<file path="src/hdl/array_list_insert_delete_assert.svh">
// Assertion macros for the positional list block.
// Included by alid_ctrl and alid_dp; expects aclk and aresetn in scope.
`ifndef ARRAY_LIST_INSERT_DELETE_ASSERT_SVH
`define ARRAY_LIST_INSERT_DELETE_ASSERT_SVH

// condition holds at every clock edge out of reset
`define ALID_ASSERT_HOLDS(lbl, expr, msg) \
    lbl: assert property (@(posedge aclk) disable iff (!aresetn) (expr)) \
        else $error(msg);

// consequent holds in the same cycle as the antecedent
`define ALID_ASSERT_SAME(lbl, ante, cons, msg) \
    lbl: assert property (@(posedge aclk) disable iff (!aresetn) (ante) |-> (cons)) \
        else $error(msg);

// consequent holds in the cycle after the antecedent
`define ALID_ASSERT_NEXT(lbl, ante, cons, msg) \
    lbl: assert property (@(posedge aclk) disable iff (!aresetn) (ante) |=> (cons)) \
        else $error(msg);

`endif

</file>
<file path="src/hdl/alid_pkg.sv">
// Shared types and codes for the positional list block.
// Used by alid_ctrl, alid_dp and array_list_insert_delete; no dependencies.
package alid_pkg;

    localparam int KIND_W      = 3;
    localparam int POS_W       = 5;
    localparam int DATA_FIELD_W = 64;
    localparam int STAT_W      = 2;
    localparam int CNT_OUT_W   = 5;
    localparam int TDATA_W     = 72;

    localparam logic [KIND_W-1:0] KIND_INSERT    = 3'd0;
    localparam logic [KIND_W-1:0] KIND_DELETE    = 3'd1;
    localparam logic [KIND_W-1:0] KIND_READ      = 3'd2;
    localparam logic [KIND_W-1:0] KIND_OVERWRITE = 3'd3;
    localparam logic [KIND_W-1:0] KIND_CLEAR     = 3'd4;

    localparam logic [STAT_W-1:0] ST_OK     = 2'd0;
    localparam logic [STAT_W-1:0] ST_FULL   = 2'd1;
    localparam logic [STAT_W-1:0] ST_BADPOS = 2'd2;
    localparam logic [STAT_W-1:0] ST_EMPTY  = 2'd3;

    typedef struct packed {
        logic capture;
        logic init_idx;
        logic mem_rd;
        logic wr_shift;
        logic wr_word;
        logic commit;
    } cmd_t;

    typedef struct packed {
        logic is_ins;
        logic is_del;
        logic is_rd;
        logic is_ovw;
        logic ok;
        logic more;
    } sts_t;

endpackage

</file>
<file path="src/hdl/array_list_insert_delete.sv">
// Top level of the positional list block: stream ports, controller and datapath.
// Depends on alid_pkg, alid_ctrl and alid_dp.
//
// Usage:
//   Slave channel s_*: one beat is one request. s_tuser carries req_type
//   (insert, delete, read, overwrite, clear all); s_tdata carries position
//   and entry_data. Master channel m_*: one result beat per request, with
//   status in m_tuser and read_data and element_count in m_tdata.
//   Requests are handled one at a time. For read, overwrite, clear and
//   rejected requests the controller passes through its evaluate and finish
//   states, then registers the result; m_tvalid rises in the same cycle that
//   s_tready returns. Insert moves count - position entries and delete moves
//   count - position - 1 entries: each moved entry costs one read and one
//   write on the single-read, single-write entry memory.
//   s_tready is high whenever no request is in progress, so the next request
//   is taken while an earlier result still waits on m_tready. A finished
//   request holds until the result register is free; a stalled result beat
//   holds its payload.
//   Reset empties the list (count zero, no result pending); entry contents
//   are not cleared and are only visible after being written.
module array_list_insert_delete #(
    parameter int CAPACITY   = 16,
    parameter int DATA_WIDTH = 64
) (
    input  logic                           aclk,
    input  logic                           aresetn,
    input  logic                           s_tvalid,
    output logic                           s_tready,
    input  logic [alid_pkg::TDATA_W-1:0]   s_tdata,  // position[4:0], entry_data[68:5]
    input  logic [alid_pkg::KIND_W-1:0]    s_tuser,  // req_type[2:0]
    output logic                           m_tvalid,
    input  logic                           m_tready,
    output logic [alid_pkg::TDATA_W-1:0]   m_tdata,  // read_data[63:0], element_count[68:64]
    output logic [alid_pkg::STAT_W-1:0]    m_tuser   // status[1:0]
);
    import alid_pkg::*;

    cmd_t                    cmd;
    sts_t                    sts;
    logic [DATA_FIELD_W-1:0] read_data;
    logic [CNT_OUT_W-1:0]    element_count;

    alid_ctrl u_ctrl (
        .aclk     (aclk),
        .aresetn  (aresetn),
        .s_tvalid (s_tvalid),
        .s_tready (s_tready),
        .m_tvalid (m_tvalid),
        .m_tready (m_tready),
        .sts      (sts),
        .cmd      (cmd)
    );

    alid_dp #(
        .CAPACITY   (CAPACITY),
        .DATA_WIDTH (DATA_WIDTH)
    ) u_dp (
        .aclk          (aclk),
        .aresetn       (aresetn),
        .req_type      (s_tuser),
        .position      (s_tdata[POS_W-1:0]),
        .entry_data    (s_tdata[POS_W +: DATA_FIELD_W]),
        .cmd           (cmd),
        .sts           (sts),
        .status        (m_tuser),
        .read_data     (read_data),
        .element_count (element_count)
    );

    assign m_tdata = TDATA_W'({element_count, read_data});

endmodule

</file>
<file path="src/hdl/alid_ctrl.sv">
// Sequencer for the positional list: accepts beats, steps shift loops, issues results.
// Depends on alid_pkg and array_list_insert_delete_assert.svh.
`include "array_list_insert_delete_assert.svh"

module alid_ctrl (
    input  logic          aclk,
    input  logic          aresetn,
    input  logic          s_tvalid,
    output logic          s_tready,
    output logic          m_tvalid,
    input  logic          m_tready,
    input  alid_pkg::sts_t sts,
    output alid_pkg::cmd_t cmd
);
    import alid_pkg::*;

    typedef enum logic [2:0] {
        S_IDLE,
        S_EVAL,
        S_LOOP,
        S_WR,
        S_FIN
    } state_t;

    state_t state_reg, state_next;
    logic   m_valid_reg, m_valid_next;

    always_comb begin
        cmd          = '0;
        state_next   = state_reg;
        m_valid_next = m_valid_reg && !m_tready;
        unique case (state_reg)
            S_IDLE: begin
                if (s_tvalid) begin
                    cmd.capture = 1'b1;
                    state_next  = S_EVAL;
                end
            end
            S_EVAL: begin
                state_next = S_FIN;
                if (sts.ok) begin
                    if (sts.is_ins || sts.is_del) begin
                        cmd.init_idx = 1'b1;
                        state_next   = S_LOOP;
                    end else if (sts.is_rd) begin
                        cmd.mem_rd = 1'b1;
                    end else if (sts.is_ovw) begin
                        cmd.wr_word = 1'b1;
                    end
                end
            end
            S_LOOP: begin
                if (sts.more) begin
                    cmd.mem_rd = 1'b1;
                    state_next = S_WR;
                end else begin
                    cmd.wr_word = sts.is_ins;
                    state_next  = S_FIN;
                end
            end
            S_WR: begin
                cmd.wr_shift = 1'b1;
                state_next   = S_LOOP;
            end
            S_FIN: begin
                if (!m_valid_reg || m_tready) begin
                    cmd.commit   = 1'b1;
                    m_valid_next = 1'b1;
                    state_next   = S_IDLE;
                end
            end
            default: state_next = S_IDLE;
        endcase
    end

    always_ff @(posedge aclk) begin
        if (!aresetn) begin
            state_reg   <= S_IDLE;
            m_valid_reg <= 1'b0;
        end else begin
            state_reg   <= state_next;
            m_valid_reg <= m_valid_next;
        end
    end

    assign s_tready = (state_reg == S_IDLE);
    assign m_tvalid = m_valid_reg;

    `ALID_ASSERT_SAME(a_no_overwrite, cmd.commit, !m_valid_reg || m_tready, "result overwritten")
    `ALID_ASSERT_NEXT(a_rd_then_wr, (state_reg == S_LOOP) && sts.more, cmd.wr_shift, "shift write missing")
    `ALID_ASSERT_NEXT(a_commit_valid, cmd.commit, m_tvalid, "result not presented")

endmodule

</file>
<file path="src/hdl/alid_dp.sv">
// Datapath for the positional list: request registers, entry memory, count, result registers.
// Depends on alid_pkg and array_list_insert_delete_assert.svh.
`include "array_list_insert_delete_assert.svh"

module alid_dp #(
    parameter int CAPACITY   = 16,
    parameter int DATA_WIDTH = 64
) (
    input  logic                                aclk,
    input  logic                                aresetn,
    input  logic [alid_pkg::KIND_W-1:0]         req_type,
    input  logic [alid_pkg::POS_W-1:0]          position,
    input  logic [alid_pkg::DATA_FIELD_W-1:0]   entry_data,
    input  alid_pkg::cmd_t                      cmd,
    output alid_pkg::sts_t                      sts,
    output logic [alid_pkg::STAT_W-1:0]         status,
    output logic [alid_pkg::DATA_FIELD_W-1:0]   read_data,
    output logic [alid_pkg::CNT_OUT_W-1:0]      element_count
);
    import alid_pkg::*;

    localparam int ADDR_W = (CAPACITY > 1) ? $clog2(CAPACITY) : 1;
    localparam int CNT_W  = $clog2(CAPACITY + 1);
    localparam int CMP_W  = (CNT_W > POS_W) ? CNT_W : POS_W;

    logic [DATA_WIDTH-1:0]   entries_reg [CAPACITY];
    logic [KIND_W-1:0]       kind_reg;
    logic [POS_W-1:0]        pos_reg;
    logic [DATA_WIDTH-1:0]   word_reg;
    logic [ADDR_W-1:0]       idx_reg;
    logic [CNT_W-1:0]        count_reg, count_next;
    logic [DATA_WIDTH-1:0]   rd_data_reg;
    logic [STAT_W-1:0]       status_reg;
    logic [DATA_FIELD_W-1:0] rdata_reg;
    logic [CNT_OUT_W-1:0]    cnt_out_reg;

    logic [STAT_W-1:0] st_code;
    logic [CMP_W-1:0]  pos_x, cnt_x, idx_x, cnt_next_x;
    logic [ADDR_W-1:0] pos_addr, rd_addr;
    logic              is_clr;

    assign pos_x      = CMP_W'(pos_reg);
    assign cnt_x      = CMP_W'(count_reg);
    assign idx_x      = CMP_W'(idx_reg);
    assign pos_addr   = pos_x[ADDR_W-1:0];
    assign cnt_next_x = CMP_W'(count_next);

    always_comb begin
        st_code = ST_OK;
        unique case (kind_reg) inside
            KIND_INSERT: begin
                if (count_reg >= CNT_W'(CAPACITY)) begin
                    st_code = ST_FULL;
                end else if (pos_x > cnt_x) begin
                    st_code = ST_BADPOS;
                end
            end
            KIND_DELETE, KIND_READ, KIND_OVERWRITE: begin
                if (count_reg == '0) begin
                    st_code = ST_EMPTY;
                end else if (pos_x >= cnt_x) begin
                    st_code = ST_BADPOS;
                end
            end
            default: st_code = ST_OK;
        endcase
    end

    assign sts.is_ins = (kind_reg == KIND_INSERT);
    assign sts.is_del = (kind_reg == KIND_DELETE);
    assign sts.is_rd  = (kind_reg == KIND_READ);
    assign sts.is_ovw = (kind_reg == KIND_OVERWRITE);
    assign is_clr     = (kind_reg == KIND_CLEAR);
    assign sts.ok     = (st_code == ST_OK);
    assign sts.more   = sts.is_ins ? (idx_x != pos_x) :
                        sts.is_del ? ((idx_x + CMP_W'(1)) < cnt_x) : 1'b0;

    always_comb begin
        if (sts.is_rd) begin
            rd_addr = pos_addr;
        end else if (sts.is_ins) begin
            rd_addr = idx_reg - ADDR_W'(1);
        end else begin
            rd_addr = idx_reg + ADDR_W'(1);
        end
    end

    always_comb begin
        count_next = count_reg;
        if (is_clr) begin
            count_next = '0;
        end else if (sts.ok && sts.is_ins) begin
            count_next = count_reg + CNT_W'(1);
        end else if (sts.ok && sts.is_del) begin
            count_next = count_reg - CNT_W'(1);
        end
    end

    // request capture, shift index and read port
    always_ff @(posedge aclk) begin
        if (cmd.capture) begin
            kind_reg <= req_type;
            pos_reg  <= position;
            word_reg <= entry_data[DATA_WIDTH-1:0];
        end
        if (cmd.init_idx) begin
            idx_reg <= sts.is_ins ? count_reg[ADDR_W-1:0] : pos_addr;
        end else if (cmd.wr_shift) begin
            idx_reg <= sts.is_ins ? idx_reg - ADDR_W'(1) : idx_reg + ADDR_W'(1);
        end
        if (cmd.mem_rd) begin
            rd_data_reg <= entries_reg[rd_addr];
        end
    end

    // write port
    always_ff @(posedge aclk) begin
        if (cmd.wr_shift) begin
            entries_reg[idx_reg] <= rd_data_reg;
        end else if (cmd.wr_word) begin
            entries_reg[pos_addr] <= word_reg;
        end
    end

    always_ff @(posedge aclk) begin
        if (!aresetn) begin
            count_reg <= '0;
        end else if (cmd.commit) begin
            count_reg <= count_next;
        end
    end

    // result beat
    always_ff @(posedge aclk) begin
        if (cmd.commit) begin
            status_reg  <= st_code;
            rdata_reg   <= (sts.is_rd && sts.ok) ? DATA_FIELD_W'(rd_data_reg) : '0;
            cnt_out_reg <= cnt_next_x[CNT_OUT_W-1:0];
        end
    end

    assign status        = status_reg;
    assign read_data     = rdata_reg;
    assign element_count = cnt_out_reg;

    `ALID_ASSERT_HOLDS(a_cnt_max, count_reg <= CNT_W'(CAPACITY), "count above capacity")
    `ALID_ASSERT_SAME(a_shift_range, cmd.wr_shift, idx_x <= cnt_x, "shift write past count")
    `ALID_ASSERT_NEXT(a_cnt_hold, !cmd.commit, $stable(count_reg), "count moved without commit")

endmodule
</file>
<file path="config.mk">
export PLATFORM = sky130hd
export DESIGN_NAME = array_list_insert_delete
export DESIGN_NICKNAME = d
export VERILOG_FILES = /design/src/hdl/alid_pkg.sv /design/src/hdl/array_list_insert_delete.sv /design/src/hdl/alid_ctrl.sv /design/src/hdl/alid_dp.sv
export VERILOG_INCLUDE_DIRS = /design/src /design/src/hdl
export SDC_FILE = /design/constraint.sdc
export NUM_CORES = 1
export LEC_CHECK = 0
export ABC_AREA = 1
export BUFFER_PORTS_ARGS = -buffer_cell sky130_fd_sc_hd__clkbuf_2
export CAP_MARGIN = 20
export CORE_UTILIZATION = 45
export DETAILED_ROUTE_END_ITERATION = 7
export GPL_TIMING_DRIVEN = 0
export PLACE_DENSITY = 0.58
export SETUP_SLACK_MARGIN = 0.3
export SLEW_MARGIN = 20
export SYNTH_ARGS = -nofsm -noshare
export SYNTH_HDL_FRONTEND = slang
export SYNTH_SLANG_ARGS = --single-unit
</file>
<file path="constraint.sdc">
create_clock -name aclk -period 15.4 [get_ports aclk]
set_input_delay 0.77 -clock aclk [delete_from_list [all_inputs] [get_ports aclk]]
set_output_delay 0.77 -clock aclk [all_outputs]
set_load 0.02 [all_outputs]
</file>
==> metrics.cfg, run 1 <==
[critical_path]
master_of_the_slowest_instance_on_the_critical_path = clkbuf_1
critical_path.startpoint_type = register
worstPathArrival_ps = 5480
r2r_slack_ps = 10520
reg2regPathDepth = 14
critical_path.reg2reg.startpoint = u_dp.kind_reg[1]
critical_path_buf_inv_count = 5
timing.critical_path.max_delay_family = buffers and inverters
endpoint_kind = register
criticalPathCategory = register to register
crit_path_cell_trace = nor2_1 > nand2_1 > inv_2 > clkbuf_1 > fa_1 > nand2_1 > o21ai_1 > inv_1 > clkbuf_1 > clkbuf_1 > o21ai_0 > o221ai_1 > nand3_1 > nand2_1
critPathMaxFanout = 12
slowest_delay_ps = 770
critPathRequiredTime_ps = 16000
regToRegEndpoint = u_dp.rd_data_reg[19]

[final_layout]
fin_cells = 5414
multi_input_combinational_cell_area_mm2 = 0.01000
area_growth_pct = 17.55
fillCellCount = 9008
most_frequent_cells_in_the_layout = edfxtp_1 (1235), nor2_1 (647), o21ai_0 (530)
fraction_of_final_layout_cells_sized_beyond_drive_strength_1_pct = 12.97
final-seq-area_mm2 = 0.03727
layout_commonest_cell = edfxtp_1
finish.net_count = 4003
final_util_pct = 53.27
largest_register_ff_count = 1024

[floorplan]
core-area_mm2 = 0.1069
floorplan.rows = 120
chipHeight_um = 330.1
die_width_um = 330.1
initial_core_util_pct = 45.32
io_pins = 155
total_die_area_mm2 = 0.1090

[sta]
timing_max_transition_violations_final = 0
clock-skew-final_ps = 22.14
worst-slew-pin-transition_ps = 1172
clock.fmax_mhz = 205.1
timing.final.crit_period_ps = 4875
finalHoldViolations = 0
maxSlewHeadroom_pct = 21.89
grt_setup_unrepaired = false
setup_viol = 0
tns_ps = 0
min_period_over_period_pct = 31.66

[place]
detailedPlacementHpwl_um = 99650
routabilityCongestion = 0.8452
placedCellCount = 5175
port_buffers = 148

[clock_tree]
clk_root_buf = clkbuf_16
path_clk_slew_ps = 60
clock_latency_ps = 740
cts_buffers = 133
cts_tree = done
post-cts-setup-buffers = 0
post_cts.resized_instances = 0
sink_count_of_the_clock_tree = 1244
htree_levels = 4
cts.hold.buffers_added = 0
cts-root-to-sink-buffers = 3

[logic_synthesis]
yosysTopAreaCellShare_pct = 76.55
yosysSeqAreaShare_pct = 76.92
synth.ff_latch_count = 1244
postSynthCellCount = 3529
synthDominantAreaCellType = edfxtp_1
synth.yosys.warnings = 0
syn_avg_cell_area_um2 = 13.73
asyncSetResetFlopFracSynth_pct = 0
synth_area_mm2 = 0.04845
synth_enable_flop_cells = 1235
synth_ff_type = edfxtp_1
synth.lib_cells_used.distinct = 38
main_area_contributors_after_synthesis = edfxtp_1 (77%), o21ai_0 (6.1%), nor2_1 (5.1%)

[detailed_routing]
routed_via_density = 5.862
remaining_antenna_violation_count_after_routing = 0
wl_per_cell_um = 27.13
post-route-drc-count = 6
route.vias.total = 31735
dr.pass1.iters = 7
detail_route.wirelength_um = 146900
detailedRoute.firstIterationViolations = 3447

[power]
netSwitchingPower_mw = 2.026
power.share.sequential_pct = 48.5
power.ir.vdd_worst_mv = 0.1019
power_report.internal_total_mw = 5.810
power.share.clock_pct = 39.6
power_frac_comb_pct = 11.9
static-leakage-power_nw = 18.82
switching_share_of_total_power_pct = 25.86
cellPowerDensity_mw_per_mm2 = 137.6

[worst_hold_path]
whs_path_depth = 1
worst_hold_startpoint = s_tdata[30]
worst_hold_path.endpoint = u_dp.word_reg[25]
hold_path.class = primary input to register

[global_routing]
grt_pass1_vias = 30309
grtUsageTotal_pct = 27.16
grt-ovfl-total = 0
pin_count_of_the_biggest_net_entering_global_routing = 37
initial_antenna_violation_count = 1
wire_length_of_the_first_global_routing_pass_um = 211000

[outcome]
failing_checks = design-rule violations
run_status = complete, but fails checks

[flow_run]
drv.max_cap_violation_count = 0

==> worst max-delay path by stage <==
stage | start | endpoint | slack, ps | depth (start not counted)
floorplan | u_dp.cnt_x[4] | u_dp.rd_data_reg[0] | 8610 | 12
global placement | u_dp.cnt_x[4] | u_dp.rd_data_reg[29] | 1500 | 12
detailed placement | u_dp.kind_reg[1] | u_dp.rd_data_reg[19] | 10550 | 14
CTS | u_dp.kind_reg[1] | u_dp.rd_data_reg[19] | 10540 | 14
global route | u_dp.kind_reg[1] | u_dp.rd_data_reg[60] | 10290 | 14
finish | u_dp.kind_reg[1] | u_dp.rd_data_reg[19] | 10520 | 14
==> cells by family (layout without fill, tap and decap cells) <==
family                   count (synthesis)  after routing  share of synthesized area [%]
flip-flops                            1244           1244                          76.92
adder cells (fa/ha/maj)                 16             16                         0.4287
buffers and inverters                  344            822                          2.836
other                                    1              5                       0.007740
AO/OA/AOI/OAI                          955            955                          11.79
AND/OR/NAND/NOR                        959            959                          7.836
XOR/XNOR                                10             10                         0.1808
==> area by class of cell <==
| class | instances | area share (%) |
|---|---|---|
| Multi-Input combinational cell | 1943 | 17.57 |
| Tap cell | 1403 | 3.082 |
| Inverter | 110 | 0.7250 |
| Buffer | 234 | 1.707 |
| Clock buffer | 163 | 6.154 |
| Antenna cell | 2 | 0.008788 |
| Timing Repair Buffer | 242 | 4.155 |
| Clock inverter | 73 | 1.167 |
| Sequential cell | 1244 | 65.44 |
==> metrics by stage <==
stage / worst slack [ps] / power, mW / cell area, um^2 / hold WS [ps]
after floorplan: 8605 / 4.377 / 48460 / 528.4
after global placement: 1505 / 4.775 / 50950 / 542.5
after detailed placement: 10550 / 4.793 / 52740 / 544.1
after CTS: 10540 / 7.859 / 56910 / 157.8
after global routing: 10290 / 8.068 / 56940 / 171.9
final: 10520 / 7.836 / 56950 / 196.9
==> metal layers <==
| metal | global-route usage, % | vias up | part of all wire (%) |
|---|---|---|---|
| met5 | 0 | - | 0 |
| met4 | 10.10 | 0 | 3.6 |
| met3 | 4.948 | 271 | 8.5 |
| met2 | 41.58 | 1551 | 45 |
| met1 | 38.83 | 15950 | 43 |
| li1 | - | 13963 | - |
==> power groups by stage <==
stage	registers, mW	logic [mW]	clock network, mW
2_1_floorplan	3.88	0.493	0
4_1_cts	3.80	0.926	3.13
3_5_place_dp	3.87	0.921	0
3_3_place_gp	3.88	0.891	0
6_report	3.80	0.935	3.10
5_1_grt	3.80	1.01	3.26
==> Yosys cell counts, types with 10 or more instances <==
cell type and n:
nor2_1 664, edfxtp_1 1235, inv_1 103, nand2_1 194, nand3_1 71, buf_4 10, ha_1 15, buf_2 23
o211ai_1 139, o22ai_1 84, nand2_2 10, o221ai_1 120, buf_1 12, clkbuf_1 188, o21ai_0 595
Note: power is estimated with default switching activity, not from simulation.
==> run 2: changes to the inputs <==
Clock period 15.4 ns to 4.8 ns, I/O delays scaled along.
==> metrics.cfg, run 2 (synthesized netlist as in run 1, its figures left out) <==
[floorplan]
chipHeight_um = 330.1  ; unchanged
die_width_um = 330.1  ; unchanged
io_pins = 155  ; unchanged
total_die_area_mm2 = 0.1090  ; unchanged
floorplan.rows = 120  ; unchanged
core-area_mm2 = 0.1069  ; unchanged
initial_core_util_pct = 45.32  ; unchanged

[detailed_routing]
post-route-drc-count = 1  ; -5
wl_per_cell_um = 27.10  ; -0.11%
routed_via_density = 5.828  ; -0.58%
remaining_antenna_violation_count_after_routing = 0  ; unchanged
detailedRoute.firstIterationViolations = 3792  ; +10%
dr.pass1.iters = 7  ; unchanged
route.vias.total = 32087  ; +1.1%
detail_route.wirelength_um = 149200  ; +1.6%

[final_layout]
fraction_of_final_layout_cells_sized_beyond_drive_strength_1_pct = 13.77  ; +0.80 points
area_growth_pct = 19.54
final-seq-area_mm2 = 0.03727  ; unchanged
multi_input_combinational_cell_area_mm2 = 0.009981  ; -0.22%
finish.net_count = 4095  ; +2.3%
layout.cell_area.non_filler_mm2 = 0.05792  ; +1.7%
most_frequent_cells_in_the_layout = edfxtp_1 (1235), nor2_1 (647), o21ai_0 (530)
fillCellCount = 8889  ; -1.3%
layout_commonest_cell = edfxtp_1
n_antenna_cell = 0  ; -2
largest_register_ff_count = 1024  ; unchanged

[clock_tree]
clk_root_buf = clkbuf_16
cts-root-to-sink-buffers = 3  ; unchanged
cts_buffers = 135  ; +1.5%
cts_tree = done
htree_levels = 4  ; unchanged
path_clk_slew_ps = 60  ; about the same
clock_latency_ps = 750  ; about the same
sink_count_of_the_clock_tree = 1244  ; unchanged

[worst_hold_path]
hold_path.class = primary input to register
whs_path_depth = 2  ; +1

[power]
power.ir.vdd_worst_mv = 0.3344  ; +230%
total_power_mw = 25.27  ; +220%
power_frac_comb_pct = 12.2  ; +0.3 points
static-leakage-power_nw = 19.33  ; +2.7%
switching_share_of_total_power_pct = 26.07  ; +0.22 points
power.share.clock_pct = 39.6  ; about the same
netSwitchingPower_mw = 6.588  ; +230%
power.share.sequential_pct = 48.2  ; -0.3 points
cellPowerDensity_mw_per_mm2 = 436.3  ; +220%
power_report.internal_total_mw = 18.68  ; +220%

[outcome]
run_status = complete, but fails checks
failing_checks = design-rule violations

[place]
port_buffers = 148  ; unchanged
routabilityCongestion = 0.8423  ; -0.34%
detailedPlacementHpwl_um = 100500  ; +0.81%
placed_area_mm2 = 0.05285  ; +0.21%

[sta]
timing.final.crit_period_ps = 4332  ; -543.8 ps
min_period_over_period_pct = 90.24  ; +59 points
setup_viol = 0  ; unchanged
clock.fmax_mhz = 230.9  ; +13%
timing_max_transition_violations_final = 0  ; unchanged
worst-slew-pin-transition_ps = 1218  ; +46.21 ps
finalHoldViolations = 0  ; unchanged
grt_setup_unrepaired = false
clock-skew-final_ps = 29.78  ; +7.647 ps
maxSlewHeadroom_pct = 18.81  ; -3.1 points

[global_routing]
grtUsageTotal_pct = 27.44  ; +0.29 points
grt_pass1_vias = 30634  ; +1.1%
pin_count_of_the_biggest_net_entering_global_routing = 36  ; -2.7%
initial_antenna_violation_count = 2  ; +1
wire_length_of_the_first_global_routing_pass_um = 212900  ; +0.89%
grt-ovfl-total = 0  ; unchanged

[critical_path]
critPathMaxFanout = 12  ; unchanged
critical_path.startpoint_type = register
reg2regPathDepth = 13  ; -1
endpoint_kind = register
critPathRequiredTime_ps = 5400  ; -10600 ps
worstPathArrival_ps = 4930  ; -550 ps
criticalPathCategory = register to register

[flow_run]
drv.max_cap_violation_count = 0  ; unchanged

==> run 2: stage by stage <==
| stage | utilization, % | setup TNS, ps | hold slack (ps) | std cells | setup WS, ps |
|---|---|---|---|---|---|
| final | 54.18 | 0 | 198.0 | 5506 | 468.4 |
| after global routing | 54.18 | 0 | 193.0 | 5506 | 306.1 |
| after CTS | 54.07 | 0 | 163.6 | 5498 | 299.6 |
| after detailed placement | 49.44 | -41.80 | 418.6 | 5182 | -25.90 |
| after global placement | 47.67 | -4380810 | 418.3 | 5082 | -4329 |
| after floorplan | - | -381480 | 337.6 | 3531 | -376.6 |
==> run 2: path summary, 6_finish.rpt <==
check | from | end | slack (ps)
max | u_dp.kind_reg[1] | u_dp.rd_data_reg[2] | 470
min reg2reg | u_dp.rd_data_reg[62] | u_dp.read_data[62] | 560
max reg2reg | u_dp.kind_reg[1] | u_dp.rd_data_reg[2] | 470
min | s_tdata[14] | u_dp.word_reg[9] | 200
==> run 2: metal layers <==
metal  global-route usage (%)  routed length, um
met2                    41.49              66780
met1                    39.14              62360
met5                        0                 13
met4                    10.78               5832
met3                    5.495              14240
==> run 2: final cells by class <==
| class | instances | area share, % |
|---|---|---|
| multi-input combinational | 1943 | 17.23 |
| buffer | 234 | 1.767 |
| sequential | 1244 | 64.34 |
| tap | 1403 | 3.031 |
| clock buffer | 164 | 6.168 |
| inverter | 110 | 0.7129 |
| clock inverter | 76 | 1.048 |
| timing repair buffer | 332 | 5.695 |
==> run 2: power groups by stage <==
stage,combinational [mW],sequential [mW],clock [mW]
3_5_place_dp,2.97,12.4,0
4_1_cts,3.03,12.2,10.1
3_3_place_gp,2.86,12.5,0
6_report,3.08,12.2,10.0
5_1_grt,3.32,12.2,10.5
2_1_floorplan,1.58,12.5,0
==> run 2: what timing repair did <==
item | CTS | global route
endpoints found under the hold margin | 93 | 0
hold buffers | 76 | 0
setup endpoints to repair | 59 | 95
gates resized for setup | 6 | 70
setup buffers | 0 | 7
pin swaps | 0 | 3
==> run 2: worst max-delay path, stage by stage (launching register included) <==
cell and delay (ps):
edfxtp_1 430, nor2_1 150, nand2_1 150, inv_2 170, clkbuf_1 420, ha_1 360
xnor2_1 240, or2_1 150, o21ai_2 330, inv_2 270, buf_2 360, clkbuf_1 780
o211ai_1 250, nand2_1 110
